==> src/rtl/hlp_pkg.sv <==
package hlp_pkg;

    localparam int BYTE_W = 8;
    localparam int LEN_W  = 10;
    localparam int KIND_W = 3;
    localparam int STAT_W = 2;

    // Decode buffer size; bytes kept per string are capped one below it.
    localparam int STR_BUF_BYTES = 1024;
    localparam int LEN_MAX       = (1 << LEN_W) - 1;
    localparam logic [LEN_W-1:0] LEN_CAP =
        (STR_BUF_BYTES - 1 > LEN_MAX) ? LEN_W'(LEN_MAX) : LEN_W'(STR_BUF_BYTES - 1);

    localparam logic [LEN_W-1:0] MAX_LEN_RESET = 10'd1023;

    // Result queue depth; at most two results per input transfer.
    localparam int FIFO_DEPTH = 4;

    localparam logic [BYTE_W-1:0] CH_QUOTE  = 8'h22;
    localparam logic [BYTE_W-1:0] CH_BSLASH = 8'h5C;
    localparam logic [BYTE_W-1:0] CH_N      = 8'h6E;
    localparam logic [BYTE_W-1:0] CH_T      = 8'h74;
    localparam logic [BYTE_W-1:0] CH_R      = 8'h72;
    localparam logic [BYTE_W-1:0] CH_LF     = 8'h0A;
    localparam logic [BYTE_W-1:0] CH_TAB    = 8'h09;
    localparam logic [BYTE_W-1:0] CH_CR     = 8'h0D;

    typedef enum logic [KIND_W-1:0] {
        KIND_KEY_BYTE = 3'd0,
        KIND_VAL_BYTE = 3'd1,
        KIND_KEY_END  = 3'd2,
        KIND_PAIR_END = 3'd3,
        KIND_STATUS   = 3'd4
    } kind_t;

    typedef enum logic [STAT_W-1:0] {
        ST_OK        = 2'd0,
        ST_NOT_LIT   = 2'd1,
        ST_TRUNCATED = 2'd2,
        ST_OVERLONG  = 2'd3
    } status_t;

    typedef struct packed {
        kind_t              kind;
        logic [BYTE_W-1:0]  data;
        status_t            status;
        logic               run_last;
    } result_t;

    // Results of one input transfer, packed from slot 0 upward.
    typedef struct packed {
        logic    v0;
        logic    v1;
        result_t r0;
        result_t r1;
    } step_t;

endpackage

==> src/rtl/hlp_parser.sv <==
module hlp_parser (
    input  logic                       clk,
    input  logic                       rst_n,
    input  logic                       accept,
    input  logic [hlp_pkg::BYTE_W-1:0] in_byte,
    input  logic                       in_last,
    input  logic [hlp_pkg::LEN_W-1:0]  max_len,
    output hlp_pkg::step_t             step
);
    import hlp_pkg::*;

    typedef enum logic [8:0] {
        PH_START    = 9'b000000001,
        PH_DEAD     = 9'b000000010,
        PH_SEEK_KEY = 9'b000000100,
        PH_KEY      = 9'b000001000,
        PH_KEY_ESC  = 9'b000010000,
        PH_KEY_GAP  = 9'b000100000,
        PH_SEEK_VAL = 9'b001000000,
        PH_VAL      = 9'b010000000,
        PH_VAL_ESC  = 9'b100000000
    } phase_t;

    phase_t             phase_reg, phase_next, phase_mid;
    logic [LEN_W-1:0]   len_reg, len_next, len_mid;
    logic               ovl_reg, ovl_next, ovl_mid;
    logic [LEN_W-1:0]   limit;
    logic               is_quote, is_bslash;
    logic               data_req;
    logic               d_valid;
    kind_t              d_kind;
    logic [BYTE_W-1:0]  d_byte;
    status_t            st;
    result_t            res_d, res_s;

    function automatic logic [BYTE_W-1:0] unescape(input logic [BYTE_W-1:0] b);
        logic [BYTE_W-1:0] r;
        r = b;
        if (b == CH_N)
            r = CH_LF;
        else if (b == CH_T)
            r = CH_TAB;
        else if (b == CH_R)
            r = CH_CR;
        return r;
    endfunction

    assign limit     = (LEN_CAP < max_len) ? LEN_CAP : max_len;
    assign is_quote  = (in_byte == CH_QUOTE);
    assign is_bslash = (in_byte == CH_BSLASH);

    always_comb
    begin
        phase_mid = phase_reg;
        len_mid   = len_reg;
        ovl_mid   = ovl_reg;
        data_req  = 1'b0;
        d_valid   = 1'b0;
        d_kind    = KIND_KEY_BYTE;
        d_byte    = '0;
        unique case (phase_reg)
            PH_DEAD:
            begin
            end
            PH_SEEK_KEY:
            begin
                if (is_quote)
                begin
                    phase_mid = PH_KEY;
                    len_mid   = '0;
                end
            end
            PH_KEY:
            begin
                if (is_bslash)
                    phase_mid = PH_KEY_ESC;
                else if (is_quote)
                begin
                    d_valid   = 1'b1;
                    d_kind    = KIND_KEY_END;
                    phase_mid = PH_KEY_GAP;
                end
                else
                begin
                    data_req = 1'b1;
                    d_kind   = KIND_KEY_BYTE;
                    d_byte   = in_byte;
                end
            end
            PH_KEY_ESC:
            begin
                data_req  = 1'b1;
                d_kind    = KIND_KEY_BYTE;
                d_byte    = unescape(in_byte);
                phase_mid = PH_KEY;
            end
            PH_KEY_GAP:
                phase_mid = PH_SEEK_VAL;
            PH_SEEK_VAL:
            begin
                if (is_quote)
                begin
                    phase_mid = PH_VAL;
                    len_mid   = '0;
                end
            end
            PH_VAL:
            begin
                if (is_bslash)
                    phase_mid = PH_VAL_ESC;
                else if (is_quote)
                begin
                    d_valid   = 1'b1;
                    d_kind    = KIND_PAIR_END;
                    phase_mid = PH_SEEK_KEY;
                end
                else
                begin
                    data_req = 1'b1;
                    d_kind   = KIND_VAL_BYTE;
                    d_byte   = in_byte;
                end
            end
            PH_VAL_ESC:
            begin
                data_req  = 1'b1;
                d_kind    = KIND_VAL_BYTE;
                d_byte    = unescape(in_byte);
                phase_mid = PH_VAL;
            end
            default:
            begin
                // start of literal, and any stray code
                if (is_quote)
                begin
                    phase_mid = PH_KEY;
                    len_mid   = '0;
                end
                else
                    phase_mid = PH_DEAD;
            end
        endcase

        // over the limit: drop the byte, remember it
        if (data_req)
        begin
            if (len_reg >= limit)
                ovl_mid = 1'b1;
            else
            begin
                len_mid = len_reg + 1'b1;
                d_valid = 1'b1;
            end
        end
    end

    always_comb
    begin
        priority if (phase_mid == PH_DEAD || phase_mid == PH_START)
            st = ST_NOT_LIT;
        else if (phase_mid != PH_SEEK_KEY)
            st = ST_TRUNCATED;
        else if (ovl_mid)
            st = ST_OVERLONG;
        else
            st = ST_OK;
    end

    always_comb
    begin
        res_d.kind     = d_kind;
        res_d.data     = d_byte;
        res_d.status   = ST_OK;
        res_d.run_last = ~in_last;
        res_s.kind     = KIND_STATUS;
        res_s.data     = '0;
        res_s.status   = st;
        res_s.run_last = 1'b1;

        step.v0 = accept & (d_valid | in_last);
        step.v1 = accept & d_valid & in_last;
        step.r0 = d_valid ? res_d : res_s;
        step.r1 = res_s;
    end

    always_comb
    begin
        if (in_last)
        begin
            phase_next = PH_START;
            len_next   = '0;
            ovl_next   = 1'b0;
        end
        else
        begin
            phase_next = phase_mid;
            len_next   = len_mid;
            ovl_next   = ovl_mid;
        end
    end

    always_ff @(posedge clk or negedge rst_n)
    begin
        if (!rst_n)
        begin
            phase_reg <= PH_START;
            len_reg   <= '0;
            ovl_reg   <= 1'b0;
        end
        else if (accept)
        begin
            phase_reg <= phase_next;
            len_reg   <= len_next;
            ovl_reg   <= ovl_next;
        end
    end

endmodule

==> src/rtl/hlp_out_fifo.sv <==
module hlp_out_fifo (
    input  logic             clk,
    input  logic             rst_n,
    input  hlp_pkg::step_t   step,
    output logic             room,
    output logic             out_valid,
    input  logic             out_ready,
    output hlp_pkg::result_t head
);
    import hlp_pkg::*;

    localparam int PTR_W = $clog2(FIFO_DEPTH);
    localparam int CNT_W = $clog2(FIFO_DEPTH + 1);

    result_t            mem_reg [FIFO_DEPTH];
    logic [PTR_W-1:0]   wr_ptr_reg, wr_ptr_next;
    logic [PTR_W-1:0]   rd_ptr_reg, rd_ptr_next;
    logic [PTR_W-1:0]   wr_ptr_p1;
    logic [CNT_W-1:0]   cnt_reg, cnt_next;
    logic [CNT_W-1:0]   n_push;
    logic               pop;

    assign room      = (cnt_reg <= CNT_W'(FIFO_DEPTH - 2));
    assign out_valid = (cnt_reg != '0);
    assign head      = mem_reg[rd_ptr_reg];
    assign pop       = out_valid & out_ready;
    assign wr_ptr_p1 = wr_ptr_reg + 1'b1;
    assign n_push    = CNT_W'(step.v0) + CNT_W'(step.v1);

    always_comb
    begin
        wr_ptr_next = wr_ptr_reg + PTR_W'(n_push);
        rd_ptr_next = rd_ptr_reg + PTR_W'(pop);
        cnt_next    = cnt_reg + n_push - CNT_W'(pop);
    end

    always_ff @(posedge clk)
    begin
        if (step.v0)
            mem_reg[wr_ptr_reg] <= step.r0;
        if (step.v1)
            mem_reg[wr_ptr_p1] <= step.r1;
    end

    always_ff @(posedge clk or negedge rst_n)
    begin
        if (!rst_n)
        begin
            wr_ptr_reg <= '0;
            rd_ptr_reg <= '0;
            cnt_reg    <= '0;
        end
        else
        begin
            wr_ptr_reg <= wr_ptr_next;
            rd_ptr_reg <= rd_ptr_next;
            cnt_reg    <= cnt_next;
        end
    end

endmodule

==> src/rtl/hstore_literal_parser.sv <==
// hstore_literal_parser: streaming decoder for key/value store literals.
//
// Input channel (in_valid/in_ready, in_byte, in_last): one literal byte per
// transfer; in_last flags the final byte of a literal.
// Output channel (out_valid/out_ready): one result per transfer. Kinds are
// key byte, value byte, key end, pair end and a literal status that closes
// every literal; out_run_last marks the final result of one input byte.
// Config channel (cfg_valid/cfg_ready, cfg_data): writes max_len, always
// ready. Write only while the block is idle.
//
// Results are registered in the result FIFO and offered from its head.
// Throughput: one input byte per cycle. A byte yields at most two results
// (a data or mark result plus the status on in_last), which are queued in a
// four-entry result FIFO; in_ready drops while fewer than two slots are free,
// so sustained rate is set by the output drain of one result per cycle.
// A stalled receiver fills the FIFO and then holds off input; nothing drops.
// Reset: parser back to start, FIFO empty, max_len to 1023.
module hstore_literal_parser (
    input  logic                       clk,
    input  logic                       rst_n,
    input  logic                       in_valid,
    output logic                       in_ready,
    input  logic [hlp_pkg::BYTE_W-1:0] in_byte,
    input  logic                       in_last,
    output logic                       out_valid,
    input  logic                       out_ready,
    output logic [hlp_pkg::KIND_W-1:0] out_kind,
    output logic [hlp_pkg::BYTE_W-1:0] out_byte,
    output logic [hlp_pkg::STAT_W-1:0] out_status,
    output logic                       out_run_last,
    input  logic                       cfg_valid,
    output logic                       cfg_ready,
    input  logic [hlp_pkg::LEN_W-1:0]  cfg_data
);
    import hlp_pkg::*;

    logic [LEN_W-1:0]  max_len_reg;
    logic              accept;
    logic              room;
    step_t             step;
    result_t           head;

    // max_len register; cfg_ready is tied high, so every write is taken
    assign cfg_ready = 1'b1;

    always_ff @(posedge clk or negedge rst_n)
    begin
        if (!rst_n)
            max_len_reg <= MAX_LEN_RESET;
        else if (cfg_valid)
            max_len_reg <= cfg_data;
    end

    // take a byte only when both of its possible results fit
    assign in_ready = room;
    assign accept   = in_valid & in_ready;

    hlp_parser u_parser (
        .clk     (clk),
        .rst_n   (rst_n),
        .accept  (accept),
        .in_byte (in_byte),
        .in_last (in_last),
        .max_len (max_len_reg),
        .step    (step)
    );

    hlp_out_fifo u_fifo (
        .clk       (clk),
        .rst_n     (rst_n),
        .step      (step),
        .room      (room),
        .out_valid (out_valid),
        .out_ready (out_ready),
        .head      (head)
    );

    assign out_kind     = head.kind;
    assign out_byte     = head.data;
    assign out_status   = head.status;
    assign out_run_last = head.run_last;

endmodule

==> config.mk <==
export PLATFORM = sky130hd
export DESIGN_NAME = hstore_literal_parser
export DESIGN_NICKNAME = d
export VERILOG_FILES = /design/src/rtl/hlp_pkg.sv /design/src/rtl/hlp_parser.sv /design/src/rtl/hlp_out_fifo.sv /design/src/rtl/hstore_literal_parser.sv
export SDC_FILE = /design/constraint.sdc
export NUM_CORES = 1
export LEC_CHECK = 0
export BUFFER_PORTS_ARGS = -buffer_cell sky130_fd_sc_hd__buf_2
export CORE_UTILIZATION = 30
export CTS_BUF_LIST = sky130_fd_sc_hd__clkbuf_16
export DETAILED_ROUTE_END_ITERATION = 8
export GPL_TIMING_DRIVEN = 0
export PLACE_DENSITY = 0.58
export SKIP_LAST_GASP = 1
export SLEW_MARGIN = 20
export SYNTH_ARGS = -nofsm -noshare
export SYNTH_HDL_FRONTEND = slang
export SYNTH_SLANG_ARGS = --single-unit
export TNS_END_PERCENT = 1
==> constraint.sdc <==
create_clock -name clk -period 4.6 [get_ports clk]
set_clock_uncertainty 0.2 [all_clocks]
set_input_delay 0 -clock clk [delete_from_list [all_inputs] [get_ports clk]]
set_output_delay 0 -clock clk [all_outputs]
set_load 0.05 [all_outputs]
## Word level (Yosys, flattened, before mapping)

Memory sizes are Yosys's and may differ from the RTL's.
Index checks and enable logic that the tools add are counted.

| operators by class | value |
|---|---|
| add/sub/neg operators | 7 |
| order comparisons | 3 |
| equality and inequality tests | 16 |
| muxes and demuxes | 45 |
| bitwise gates (word level) | 7 |
| reduce and logical (&&, ||, !) cells | 5 |

Operators by type and width:

| cell | count |
|---|---|
| $pmux 9 s8 | 1 |
| $mux 9 | 7 |
| $mux 10 | 6 |
| $mux 8 | 5 |
| $eq 8x7->1 const B | 4 |
| $eq 9x2->1 const B | 2 |
| $pmux 8 s2 | 1 |
| $mux 1 | 14 |
| $mux 14 | 1 |
| $add 10x1->10 const B | 1 |
| $ge 10x10->1 | 1 |
| $lt 10x10->1 const A | 1 |
| $mux 2 | 5 |
| $eq 9x1->1 const B | 1 |
| $eq 9x3->1 const B | 1 |
| $eq 9x4->1 const B | 1 |
| $eq 9x5->1 const B | 1 |
| $eq 9x6->1 const B | 1 |
| $eq 9x7->1 const B | 1 |
| $eq 9x8->1 const B | 1 |
| $eq 9x9->1 const B | 1 |
| $ne 9x3->1 const B | 1 |
| $pmux 3 s3 | 1 |
| $eq 8x6->1 const B | 1 |
| other kinds (17) | 23 |

| word-level totals | value |
|---|---|
| bits in registers | 37 |
| bits in writable memories | 56 |
| input bits | 24 |
| memories kept | 1 |

Memory list:

| name | depth | bits a word | rd ports | clocked after Yosys merged registers in | wr ports | line | text |
|---|---|---|---|---|---|---|---|
| u_fifo.mem_reg | 4 | 14 | 1 | 0 | 2 | hlp_out_fifo.sv:15 | `result_t mem_reg [FIFO_DEPTH];` |

## Longest topological paths before layout

Gate-level depths: netlist of the first run.

| depth | value |
|---|---|
| depth after elaboration | 11 |
| mapped depth | 16 |

## Modules after synthesis

A second synthesis of the first run with hierarchy kept.

| unflattened totals | value |
|---|---|
| cells, all modules | 460 |
| area, all modules | 5726.7 µm² |

Modules (own cells, without submodules):

| module | instances | cells an instance | area an instance (µm²) | seq. area each (µm²) |
|---|---|---|---|---|
| hlp_out_fifo | 1 | 174 | 3134.3 | 1856.8 |
| hlp_parser | 1 | 262 | 2150.8 | 501.7 |
| hstore_literal_parser | 1 | 24 | 441.7 | 262.8 |

## Least setup slack after synthesis of the first run

Ideal clock, no wire load.

| timing | value |
|---|---|
| path type | register -> register |
| from | register u_fifo.cnt_reg[1] |
| to | register u_fifo.cnt_reg[2] |
| setup time | 123 ps |
| arrival time | 3199 ps |
| required time | 4277 ps |
| setup slack | 1079 ps |
| stages on the path, launching flop included | 12 |
| path through | dfrtp_1 > a21oi_1 > nand2_1 > nor2_1 > o211ai_4 > inv_1 > ha_1 > inv_1 > ha_1 > inv_1 > fa_1 > xnor2_1 |

| on the way | value |
|---|---|
| cells in the longest elaborated chain, start to end | 7 |
| elaborated cells on any way between the ends | 10 |
| those cells by class | add/sub: 3; order compare: 1; bitwise: 5; reduce/logical: 1 |

Ends and longest elaborated chain:

| what | line | text |
|---|---|---|
| start, declared | hlp_out_fifo.sv:19 | `logic [CNT_W-1:0] cnt_reg, cnt_next;` |
| start signal, assigned | hlp_out_fifo.sv:57 | `cnt_reg <= cnt_next;` |
| $le 3x2->1 * | hlp_out_fifo.sv:23 | `assign room = (cnt_reg <= CNT_W'(FIFO_DEPTH - 2));` |
| via in_ready | hstore_literal_parser.sv:22 | `output logic in_ready,` |
| $and 1x1->1 * | hstore_literal_parser.sv:56 | `assign accept = in_valid & in_ready;` |
| $and 1x1->1 (2 in series) | hlp_parser.sv:181 | `step.v1 = accept & d_valid & in_last;` |
| $add 1x1->2 * | hlp_out_fifo.sv:28 | `assign n_push = CNT_W'(step.v0) + CNT_W'(step.v1);` |
| $add 3x3->3 * | hlp_out_fifo.sv:34 | `cnt_next = cnt_reg + n_push - CNT_W'(pop);` |
| $sub 3x1->3 * | hlp_out_fifo.sv:34 |  |
| via u_fifo.cnt_next[2] | hlp_out_fifo.sv:19 |  |

The timed path passes the listed nets; every way through them passes the cells marked *.
A chain may end at the register's enable or synchronous reset.

## Worst setup path in the final report of the first run

| timing | value |
|---|---|
| from | register max_len_reg[7] |
| to | register u_fifo.cnt_reg[2] |

| on the way | value |
|---|---|
| cells in the longest elaborated chain, start to end | 10 |
| elaborated cells on any way between the ends | 12 |
| those cells by class | add/sub: 3; order compare: 2; mux: 3; bitwise: 4 |

Ends and longest elaborated chain:

| what | line | text |
|---|---|---|
| start, declared | hstore_literal_parser.sv:37 | `logic [LEN_W-1:0] max_len_reg;` |
| start signal, assigned | hstore_literal_parser.sv:51 | `max_len_reg <= cfg_data;` |
| $lt 10x10->1 | hlp_parser.sv:48 | `assign limit = (LEN_CAP < max_len) ? LEN_CAP : max_len;` |
| $mux 10 * | hlp_parser.sv:48 |  |
| $ge 10x10->1 * | hlp_parser.sv:147 | `if (len_reg >= limit)` |
| $mux 1 * | hlp_parser.sv:147 |  |
| $mux 1 * | hlp_parser.sv:145 | `if (data_req)` |
| $or 1x1->1 / $and 1x1->1 (equally long branches) | hlp_parser.sv:180, hlp_parser.sv:181 |  |
| $and 1x1->1 (on tied branches) | hlp_parser.sv:180, hlp_parser.sv:181 |  |
| $add 1x1->2 * | hlp_out_fifo.sv:28 |  |
| $add 3x3->3 * | hlp_out_fifo.sv:34 |  |
| $sub 3x1->3 * | hlp_out_fifo.sv:34 |  |
| via u_fifo.cnt_next[2] | hlp_out_fifo.sv:19 |  |

Marked as above.

==> out/results.ini, run 1 <==
[status]
status=finished clean

[synth]
synth_compound_area_share_pct=18.9
synthFlopType=dfxtp_1
yosysTopAreaCell=dfxtp_1
synth_area_leaders=dfxtp_1 (19%), dfrtp_1 (13%), mux4_2 (6.1%)
syn_inst=529
yosysUniqueCellTypes=79
synth_area_um2=5160
synth_xor_area_share_pct=1.84
synthArstFlopShare_pct=39.8
synth.area.mux_share_pct=8.49
yosys.area_share.adder_pct=4.51
yosysTopAreaCellShare_pct=18.6
synth-simple-area-share_pct=18.9
synth_top_family_by_area=compound AO/OA/AOI/OAI gates
synth_enable_flop_cells=8
ys_ff_latch=93
ys_seq_area_share_pct=41.5
syn_area_per_cell_um2=9.75
yosysWarnings=0
syn-num-nets=571

[sta]
hold_viol=0
fmax_mhz=259
fin_crit_sh_pct=84.0
maxSlewHeadroom_pct=40.8
max_slew.worst_pin.slew_ns=0.882
setup_violations=0
rsz0062_at_grt=no
fin_crit_ns=3.86
tns_ns=0
final.setup.worst_slack_ns=0.736
slew_violations=0
hold-worst-slack_ns=0.0336

[placed_design]
post-place-ws_ns=0.712
place_hpwl_um=10300
portBuffers=37
place_inst=786
routabilityCongestion=0.859

[worst_setup_path]
worstSetupStartpoint=max_len_reg[7]
arrival_ns=3.91
crit_type=reg2reg
r2r_start=max_len_reg[7]
start_kind=register
r2r_end=u_fifo.cnt_reg[2]
slowest_stage=dfstp_2
r2r_cells=16
crit_required_ns=4.65
path_cells=inv_1 -> ha_1 -> a211oi_1 -> nor2_1 -> nor3_1 -> nand2_1 -> a21boi_2 -> buf_2 -> nor2_1 -> nor2_1 -> ha_1 -> inv_1 -> ha_1 -> inv_1 -> fa_1 -> xnor2_1
critPathCaptureType=register
slowest_delay_ns=0.52
worstPathMaxFanout=10
r2r_setup_slack_ns=0.74

[clock_tree]
cts_buffers=9
cts_sinks=93
cts_max_level=3
path_clk_slew_ns=0.07
cts_root_buf=clkbuf_16
cts_max_path_buffers=2
cts_tree=built
clock_latency_ns=0.36
cts.repair.resized=0

[routing]
first_iter_violations=325
wirelength_um=14100
wl_per_cell_um=17.0
num_vias=4433
final_antenna_net_count=0
dr.pass1.iters=5
vias_per_cell=5.34
drc_errors=0

[min_path]
hold_class=in2reg
hp-start=in_valid
hold-path-endpoint=u_fifo.mem_reg[1][12]
holdPathStages=5

[finish]
layout-drive-gt1-share_pct=20.3
final-instance-count-excl-fill=830
seq_area_um2=2140
nNetsFinal=647
nFillCells=1712
largest_reg_flops=56
multi_input_area_um2=2720
num_antenna_cells=0
areaGrowthSynthToFinish_pct=20.7

[floorplanning]
rows=47
num_io_pins=41
core_area_um2=16700
initial_core_util_pct=30.9
chipHeight_um=133
die_area_um2=17700
die_x_um=133

[global_route]
antenna_found_initial=0
grt_pass1_vias=4464
grt_usage_pct=16.6
grt_pass1_wl_um=22800
overflow=0
grt_start_max_net_pins=38

[power_and_ir_drop]
peakVddDrop_v=0.000305
p_leak_uw=0.00261
p_per_area_nw_per_um2=454

[run]
max_cap_violations=0

## cells in the mapped netlist, types with 5 or more instances
cell type	count
a21oi_1	23
a32oi_1	6
and2_1	6
and3_1	9
buf_2	14
clkbuf_1	10
dfrtp_1	26
dfstp_2	11
dfxtp_1	48
edfxtp_1	8
ha_1	17
inv_1	34
mux2i_1	10
mux4_2	14
nand2_1	41
nand3_1	18
nand4_1	7
nor2_1	47
nor3_1	15
nor4_1	9
o21a_1	6
o21ai_0	29
o2bb2ai_1	24
xnor2_1	5
## worst max-delay path by stage
stage / to / slack [ns] / cells after the start
2_1_floorplan: u_fifo.cnt_reg[2] / 1.08 / 11
3_3_place_gp: u_fifo.cnt_reg[2] / 0.80 / 16
3_5_place_dp: u_fifo.cnt_reg[2] / 0.71 / 16
4_1_cts: u_fifo.cnt_reg[2] / 0.71 / 16
5_1_grt: u_fifo.cnt_reg[2] / 0.50 / 16
6_report: u_fifo.cnt_reg[2] / 0.74 / 16
## per-stage QoR
stage	instance area (µm²)	utilization (%)	total power (µW)
6_report	6220	37.2	2830
5_1_grt	6220	37.2	2990
4_1_cts	6220	37.2	2850
3_5_place_dp	5620	33.6	2010
3_3_place_gp	5620	33.6	1980
2_1_floorplan	5160	-	1750
## power by group
| group | internal (µW) | switching, µW | leakage, µW |
|---|---|---|---|
| clock network | 463 | 347 | 0.000161 |
| registers | 951 | 111 | 0.000913 |
| logic | 348 | 607 | 0.00154 |
| total | 1760 | 1060 | 0.00261 |
## critical path: cells and delay by family (launching register included)
kind | cells | cell delay (ns)
fa+ha+maj | 4 | 1.19
simple gates | 5 | 0.90
flops | 1 | 0.52
compound gates | 2 | 0.42
buf+inv | 4 | 0.41
xor+xnor | 1 | 0.14
## layout by cell type (no fill, tap or decap), types with 23 or more instances in the layout
master / instances
a21oi_1: 23
buf_2: 51
dfrtp_1: 26
dfxtp_1: 48
dlygate4sd3_1: 28
inv_1: 34
nand2_1: 41
nor2_1: 47
o21ai_0: 29
o2bb2ai_1: 24
## routing by layer
metal	GRT usage [%]	routed length [µm]
met5	0	0
met4	9.09	467
met3	3.42	672
met2	26.0	6450
met1	21.3	6560
## cell type report
cell class                 count  share of cell area [%]
sequential                    93                    34.4
tap                          220                    4.42
clock inverter                 6                    1.19
buffer                        30                    2.57
clock buffer                  10                    4.02
multi-input combinational    370                    43.7
timing repair buffer          65                    7.48
inverter                      36                    2.17
## cell families after synthesis
family | count (synthesis)
flops | 93
xor+xnor | 10
compound gates | 134
fa+ha+maj | 18
simple gates | 181
mux | 26
other cells | 1
buf+inv | 66
## what timing repair did
item,CTS,global route
setup buffers,0,0
endpoints found under the hold margin,61,0
hold buffers,28,0
(Power assumes the default switching activity.)
==> run 2, diff against run 1 <==
ABC_AREA = 1   (was default)
clock period = 3.7 ns   (was 4.6 ns; I/O delays follow)
==> out/results.ini, run 2 <==
[routing]
wl_per_cell_um=13.4  ; was 17.0 µm
wirelength_um=14600  ; was 14,100 µm
vias_per_cell=4.56  ; was 5.34
final_antenna_net_count=0  ; unchanged
dr.pass1.iters=5  ; unchanged
num_vias=4955  ; was 4,433
drc_errors=0  ; unchanged
first_iter_violations=328  ; was 325

[global_route]
grt_pass1_wl_um=23500  ; was 22,800 µm
overflow=0  ; unchanged
grt_start_max_net_pins=38  ; unchanged
grt_pass1_vias=4527  ; was 4,464
grt_usage_pct=16.4  ; was 16.6%
antenna_found_initial=0  ; unchanged

[synth]
synth_area_um2=5460  ; was 5160 µm²
synthFlopType=dfxtp_1  ; unchanged
yosysUniqueCellTypes=40  ; was 79
syn_area_per_cell_um2=7.00  ; was 9.75 µm²
yosysTopAreaCellShare_pct=17.6  ; was 18.6%
syn_inst=780  ; was 529
synthTopCellsByCount=nand2_1 (204), nor2_1 (133), inv_1 (98), o21ai_0 (51), dfxtp_1 (48)  ; was dfxtp_1 (48), nor2_1 (47), nand2_1 (41), inv_1 (34), o21ai_0 (29)
yosysTopAreaCell=dfxtp_1  ; unchanged
synth_area_leaders=dfxtp_1 (18%), nand2_1 (14%), dfrtp_1 (12%)  ; was dfxtp_1 (19%), dfrtp_1 (13%), mux4_2 (6.1%)
synth_most_common_cell=nand2_1  ; was dfxtp_1
synthArstFlopShare_pct=39.8  ; unchanged
synth_enable_flop_cells=8  ; unchanged
ys_ff_latch=93  ; unchanged
yosysWarnings=0  ; unchanged
ys_seq_area_share_pct=39.2  ; was 41.5%
syn-num-nets=822  ; was 571

[worst_setup_path]
path_buf_inv=4  ; unchanged
slowest_stage=dfstp_2  ; unchanged
r2r_start=max_len_reg[9]  ; was max_len_reg[7]
crit_required_ns=3.73  ; was 4.65 ns
start_kind=register  ; unchanged
critical_path.top_delay_family=adder cells  ; unchanged
crit_type=reg2reg  ; unchanged
critPathCaptureType=register  ; unchanged
r2r_setup_slack_ns=0.31  ; was 0.74 ns
r2r_cells=15  ; was 16
arrival_ns=3.42  ; was 3.91 ns
path_cells=inv_1 -> ha_1 -> a21o_1 -> nor2_1 -> nand2_1 -> nor2_4 -> nand2_8 -> buf_2 -> a21boi_0 -> ha_1 -> inv_1 -> ha_1 -> inv_1 -> fa_1 -> xnor2_1  ; was inv_1 -> ha_1 -> a211oi_1 -> nor2_1 -> nor3_1 -> nand2_1 -> a21boi_2 -> buf_2 -> nor2_1 -> nor2_1 -> ha_1 -> inv_1 -> ha_1 -> inv_1 -> fa_1 -> xnor2_1
slowest_delay_ns=0.51  ; was 0.52 ns
r2r_end=u_fifo.cnt_reg[2]  ; unchanged
worstPathMaxFanout=10  ; unchanged

[clock_tree]
cts_root_buf=clkbuf_16  ; unchanged
postCtsSetupBuffers=0  ; unchanged
clock_latency_ns=0.34  ; was 0.36 ns
cts_sinks=93  ; unchanged
cts_buffers=9  ; unchanged
cts_max_level=3  ; unchanged
cts_max_path_buffers=2  ; unchanged
path_clk_slew_ns=0.07  ; about the same
cts_tree=built  ; unchanged

[floorplanning]
die_area_um2=18700  ; was 17,700 µm²
die_x_um=137  ; was 133 µm
initial_core_util_pct=31.1  ; was 30.9%
rows=48  ; was 47
core_area_um2=17500  ; was 16,700 µm²
chipHeight_um=137  ; was 133 µm
num_io_pins=41  ; unchanged

[finish]
final_common_cell=nand2_1  ; was buf_2
nNetsFinal=899  ; was 647
num_antenna_cells=0  ; unchanged
largest_reg_flops=56  ; unchanged
layout-drive-gt1-share_pct=13.2  ; was 20.3%
areaGrowthSynthToFinish_pct=19.0  ; was 20.7%
final_cell_mix=nand2_1 (204), nor2_1 (133), inv_1 (98)  ; was buf_2 (51), dfxtp_1 (48), nor2_1 (47)

[power_and_ir_drop]
finalPower_uw=4780  ; was 2830 µW
peakVddDrop_v=0.000501  ; was 0.000305 V
p_per_area_nw_per_um2=735  ; was 454 nW/µm²
p_leak_uw=0.00342  ; was 0.00261 µW

[placed_design]
place_hpwl_um=10500  ; was 10,300 µm
portBuffers=38  ; was 37
routabilityCongestion=0.835  ; was 0.859

[min_path]
holdPathStages=3  ; was 5
hold_class=in2reg  ; unchanged
hold-path-endpoint=u_fifo.rd_ptr_reg[0]  ; was u_fifo.mem_reg[1][12]
hp-start=out_ready  ; was in_valid

[sta]
fin_crit_ns=3.39  ; was 3.86 ns
tns_ns=0  ; unchanged
setup_violations=0  ; unchanged
slew_violations=0  ; unchanged
fmax_mhz=295  ; was 259 MHz
maxSlewHeadroom_pct=42.4  ; was 40.8%
fin_crit_sh_pct=91.5  ; was 84.0%
rsz0062_at_grt=no  ; unchanged
max_slew.worst_pin.slew_ns=0.864  ; was 0.882 ns
hold_viol=1  ; was 0
hold-worst-slack_ns=-0.00292  ; was 0.0336 ns

[run]
max_cap_violations=0  ; unchanged

[status]
violations=hold timing
status=finished, violations left  ; was finished clean

run 2: layer usage:
layer	track usage [%]	wire (µm)	part of all wire, %
met3	2.11	671	4.6
met5	0	0	0
met1	23.1	7110	49
met2	26.0	6630	45
met4	4.95	210	1.4
run 2: final cells by class:
class,count,area [µm²]
fill,1879,11000
buffer,28,183
multi-input combinational,557,2760
clock buffer,9,225
timing repair buffer,66,470
tap,225,282
inverter,102,383
clock inverter,7,56.3
sequential,93,2140
run 2: worst max path at each step:
stage | endpoint | from | cells past startpoint
after global routing | u_fifo.cnt_reg[2] | max_len_reg[5] | 18
after CTS | u_fifo.cnt_reg[2] | in_byte[5] | 19
after global placement | u_fifo.cnt_reg[2] | max_len_reg[5] | 18
after floorplan | u_fifo.cnt_reg[2] | u_fifo.cnt_reg[1] | 12
after detailed placement | u_fifo.cnt_reg[2] | max_len_reg[5] | 18
final | u_fifo.cnt_reg[2] | max_len_reg[9] | 15
run 2: what timing repair did:
item	CTS	global route
hold buffers	29	0
gates resized for setup	0	1
endpoints found under the setup margin	0	1
endpoints found under the hold margin	59	0
run 2: through the flow:
| step | util, % | setup WS, ns | cell area (µm²) | std cells |
|---|---|---|---|---|
| 2_1_floorplan | - | 0.0455 | 5460 | 780 |
| 3_3_place_gp | 33.8 | 0.236 | 5930 | 1043 |
| 5_1_grt | 37.1 | 0.0118 | 6500 | 1087 |
| 3_5_place_dp | 33.8 | 0.219 | 5930 | 1043 |
| 4_1_cts | 37.1 | 0.198 | 6500 | 1088 |
| 6_report | 37.1 | 0.314 | 6500 | 1087 |
run 2: cell families (layout without fill, tap and decap cells):
group | count (synthesis) | after routing | share of synthesized area [%]
buf+inv | 130 | 212 | 10.4
compound gates | 118 | 118 | 11.6
fa+ha+maj | 18 | 18 | 4.26
flops | 93 | 93 | 39.2
simple gates | 412 | 412 | 33.2
mux | 1 | 1 | 0.206
other cells | 1 | 1 | 0.0687
xor+xnor | 7 | 7 | 1.12
run 2: power breakdown:
| part | switching (µW) | total (µW) | leakage (µW) | internal [µW] |
|---|---|---|---|---|
| Clock | 436 | 903 | 0.000142 | 467 |
| Sequential | 207 | 1610 | 0.000938 | 1400 |
| Combinational | 1600 | 2270 | 0.00234 | 673 |
| Total | 2240 | 4780 | 0.00342 | 2540 |
run 2: worst min-delay path: cells and delay by family:
kind	cells	cell delay (ns)
buffers and inverters	1	0.09
adder cells (fa/ha/maj)	1	0.27
AO/OA/AOI/OAI	1	0.14
==> run 3, diff against run 2 <==
RECOVER_POWER = 25   (was default)
==> out/results.ini, run 3 (same netlist as run 2, synthesis figures left out) <==
[status]
status=finished, violations left  ; unchanged
violations=hold timing, capacitance limit, slew limit  ; was hold timing

[sta]
hold-worst-slack_ns=-0.00258  ; was -0.00292 ns
fin_crit_sh_pct=91.5  ; unchanged
fmax_mhz=295  ; unchanged
maxSlewHeadroom_pct=-38.6  ; was 42.4%
slew_violations=38  ; was 0
rsz0062_at_grt=no  ; unchanged
final.setup.worst_slack_ns=0.314  ; unchanged
max_slew.worst_pin.slew_ns=2.08  ; was 0.864 ns
tns_ns=0  ; unchanged
hold_viol=1  ; unchanged
fin_crit_ns=3.39  ; unchanged
setup_violations=0  ; unchanged

[finish]
final_cell_mix=nand2_1 (204), nor2_1 (133), inv_1 (98)  ; unchanged
finalCoreUtilization_pct=37.1  ; about the same
largest_reg_flops=56  ; unchanged
areaGrowthSynthToFinish_pct=19.0  ; about the same
final_common_cell=nand2_1  ; unchanged
final-instance-count-excl-fill=1087  ; unchanged
num_antenna_cells=0  ; unchanged
layout-drive-gt1-share_pct=13.1  ; was 13.2%
nNetsFinal=899  ; unchanged

[worst_setup_path]
slowest_stage=dfstp_2  ; unchanged
start_kind=register  ; unchanged
critPathCaptureType=register  ; unchanged
r2r_end=u_fifo.cnt_reg[2]  ; unchanged
critical_path.top_delay_family=adder cells  ; unchanged
r2r_cells=15  ; unchanged
worstPathMaxFanout=10  ; unchanged
path_depth=15  ; unchanged
arrival_ns=3.42  ; about the same
slowest_delay_ns=0.51  ; about the same
path_buf_inv=4  ; unchanged
path_cells=inv_1 -> ha_1 -> a21o_1 -> nor2_1 -> nand2_1 -> nor2_4 -> nand2_8 -> buf_2 -> a21boi_0 -> ha_1 -> inv_1 -> ha_1 -> inv_1 -> fa_1 -> xnor2_1  ; unchanged
crit_required_ns=3.73  ; about the same
crit_type=reg2reg  ; unchanged
r2r_start=max_len_reg[9]  ; unchanged
r2r_setup_slack_ns=0.31  ; about the same

[clock_tree]
cts_max_path_buffers=2  ; unchanged
cts_max_level=3  ; unchanged
cts_buffers=9  ; unchanged
clock_latency_ns=0.34  ; about the same
cts_root_buf=clkbuf_16  ; unchanged
path_clk_slew_ns=0.07  ; about the same
postCtsSetupBuffers=0  ; unchanged
cts_sinks=93  ; unchanged
cts_tree=built  ; unchanged

[global_route]
grt_usage_pct=16.4  ; unchanged
antenna_found_initial=0  ; unchanged
grt_pass1_vias=4527  ; unchanged
overflow=0  ; unchanged
grt_pass1_wl_um=23500  ; unchanged
grt_start_max_net_pins=38  ; unchanged

[placed_design]
post-place-ws_ns=0.219  ; unchanged
place_inst=1043  ; unchanged
place_hpwl_um=10500  ; unchanged
routabilityCongestion=0.835  ; unchanged
portBuffers=38  ; unchanged

[min_path]
hp-start=out_ready  ; unchanged
holdPathStages=3  ; unchanged
hold-path-endpoint=u_fifo.rd_ptr_reg[0]  ; unchanged
hold_class=in2reg  ; unchanged

[routing]
wirelength_um=14600  ; about the same
dr.pass1.iters=5  ; unchanged
vias_per_cell=4.56  ; about the same
num_vias=4959  ; was 4,955
wl_per_cell_um=13.4  ; about the same
final_antenna_net_count=0  ; unchanged
first_iter_violations=328  ; unchanged
drc_errors=0  ; unchanged

[floorplanning]
core_area_um2=17500  ; unchanged
num_io_pins=41  ; unchanged
rows=48  ; unchanged
initial_core_util_pct=31.1  ; unchanged
die_x_um=137  ; unchanged
die_area_um2=18700  ; unchanged
chipHeight_um=137  ; unchanged

[power_and_ir_drop]
p_leak_uw=0.00341  ; was 0.00342 µW
peakVddDrop_v=0.000501  ; unchanged
p_per_area_nw_per_um2=735  ; about the same

[run]
max_cap_violations=1  ; was 0

-- run 3: changes by cell type in the layout (fill, tap and decap cells not counted) --
| cell | before | now |
|---|---|---|
| clkbuf_1 | 13 | 14 |
| buf_2 | 43 | 42 |
-- run 3: metal layers --
| metal | global-route usage [%] | routed length, µm | part of all wire [%] |
|---|---|---|---|
| met3 | 2.11 | 683 | 4.7 |
| met1 | 23.1 | 7090 | 49 |
| met2 | 26.0 | 6630 | 45 |
| met5 | 0 | 0 | 0 |
| met4 | 4.95 | 210 | 1.4 |
-- run 3: tightest hold or removal path: cells and delay by family --
| family | cells | cell delay, ns |
|---|---|---|
| compound gates | 1 | 0.14 |
| fa+ha+maj | 1 | 0.27 |
| buf+inv | 1 | 0.09 |
-- run 3: through the flow --
stage / area, µm² / total power, µW
after detailed placement: 5930 / 3860
final: 6500 / 4780
after global placement: 5930 / 3840
after global routing: 6500 / 5140
after CTS: 6500 / 4810
after floorplan: 5460 / 3310
-- run 3: where the power goes --
part,switching (µW),internal (µW)
sequential,207,1400
combinational,1600,673
clock,435,467
-- run 3: final cells by class --
class / count / area [µm²]
multi-input combinational: 557 / 2760
tap: 225 / 282
sequential: 93 / 2140
timing repair buffer: 66 / 469
inverter: 102 / 383
fill: 1879 / 11000
clock inverter: 7 / 56.3
buffer: 28 / 183
clock buffer: 9 / 225
-- run 3: worst max-delay path by stage --
stage | startpoint | end | slack, ns
after floorplan | u_fifo.cnt_reg[1] | u_fifo.cnt_reg[2] | 0.05
after global placement | max_len_reg[5] | u_fifo.cnt_reg[2] | 0.24
after detailed placement | max_len_reg[5] | u_fifo.cnt_reg[2] | 0.22
after CTS | in_byte[5] | u_fifo.cnt_reg[2] | 0.20
after global routing | max_len_reg[5] | u_fifo.cnt_reg[2] | 0.01
final | max_len_reg[9] | u_fifo.cnt_reg[2] | 0.31
-- run 3: repair_timing --
item,4_1_cts,5_1_grt
hold buffers,29,0
setup endpoints to repair,0,1
hold endpoints to repair,59,0
resized for setup,0,1
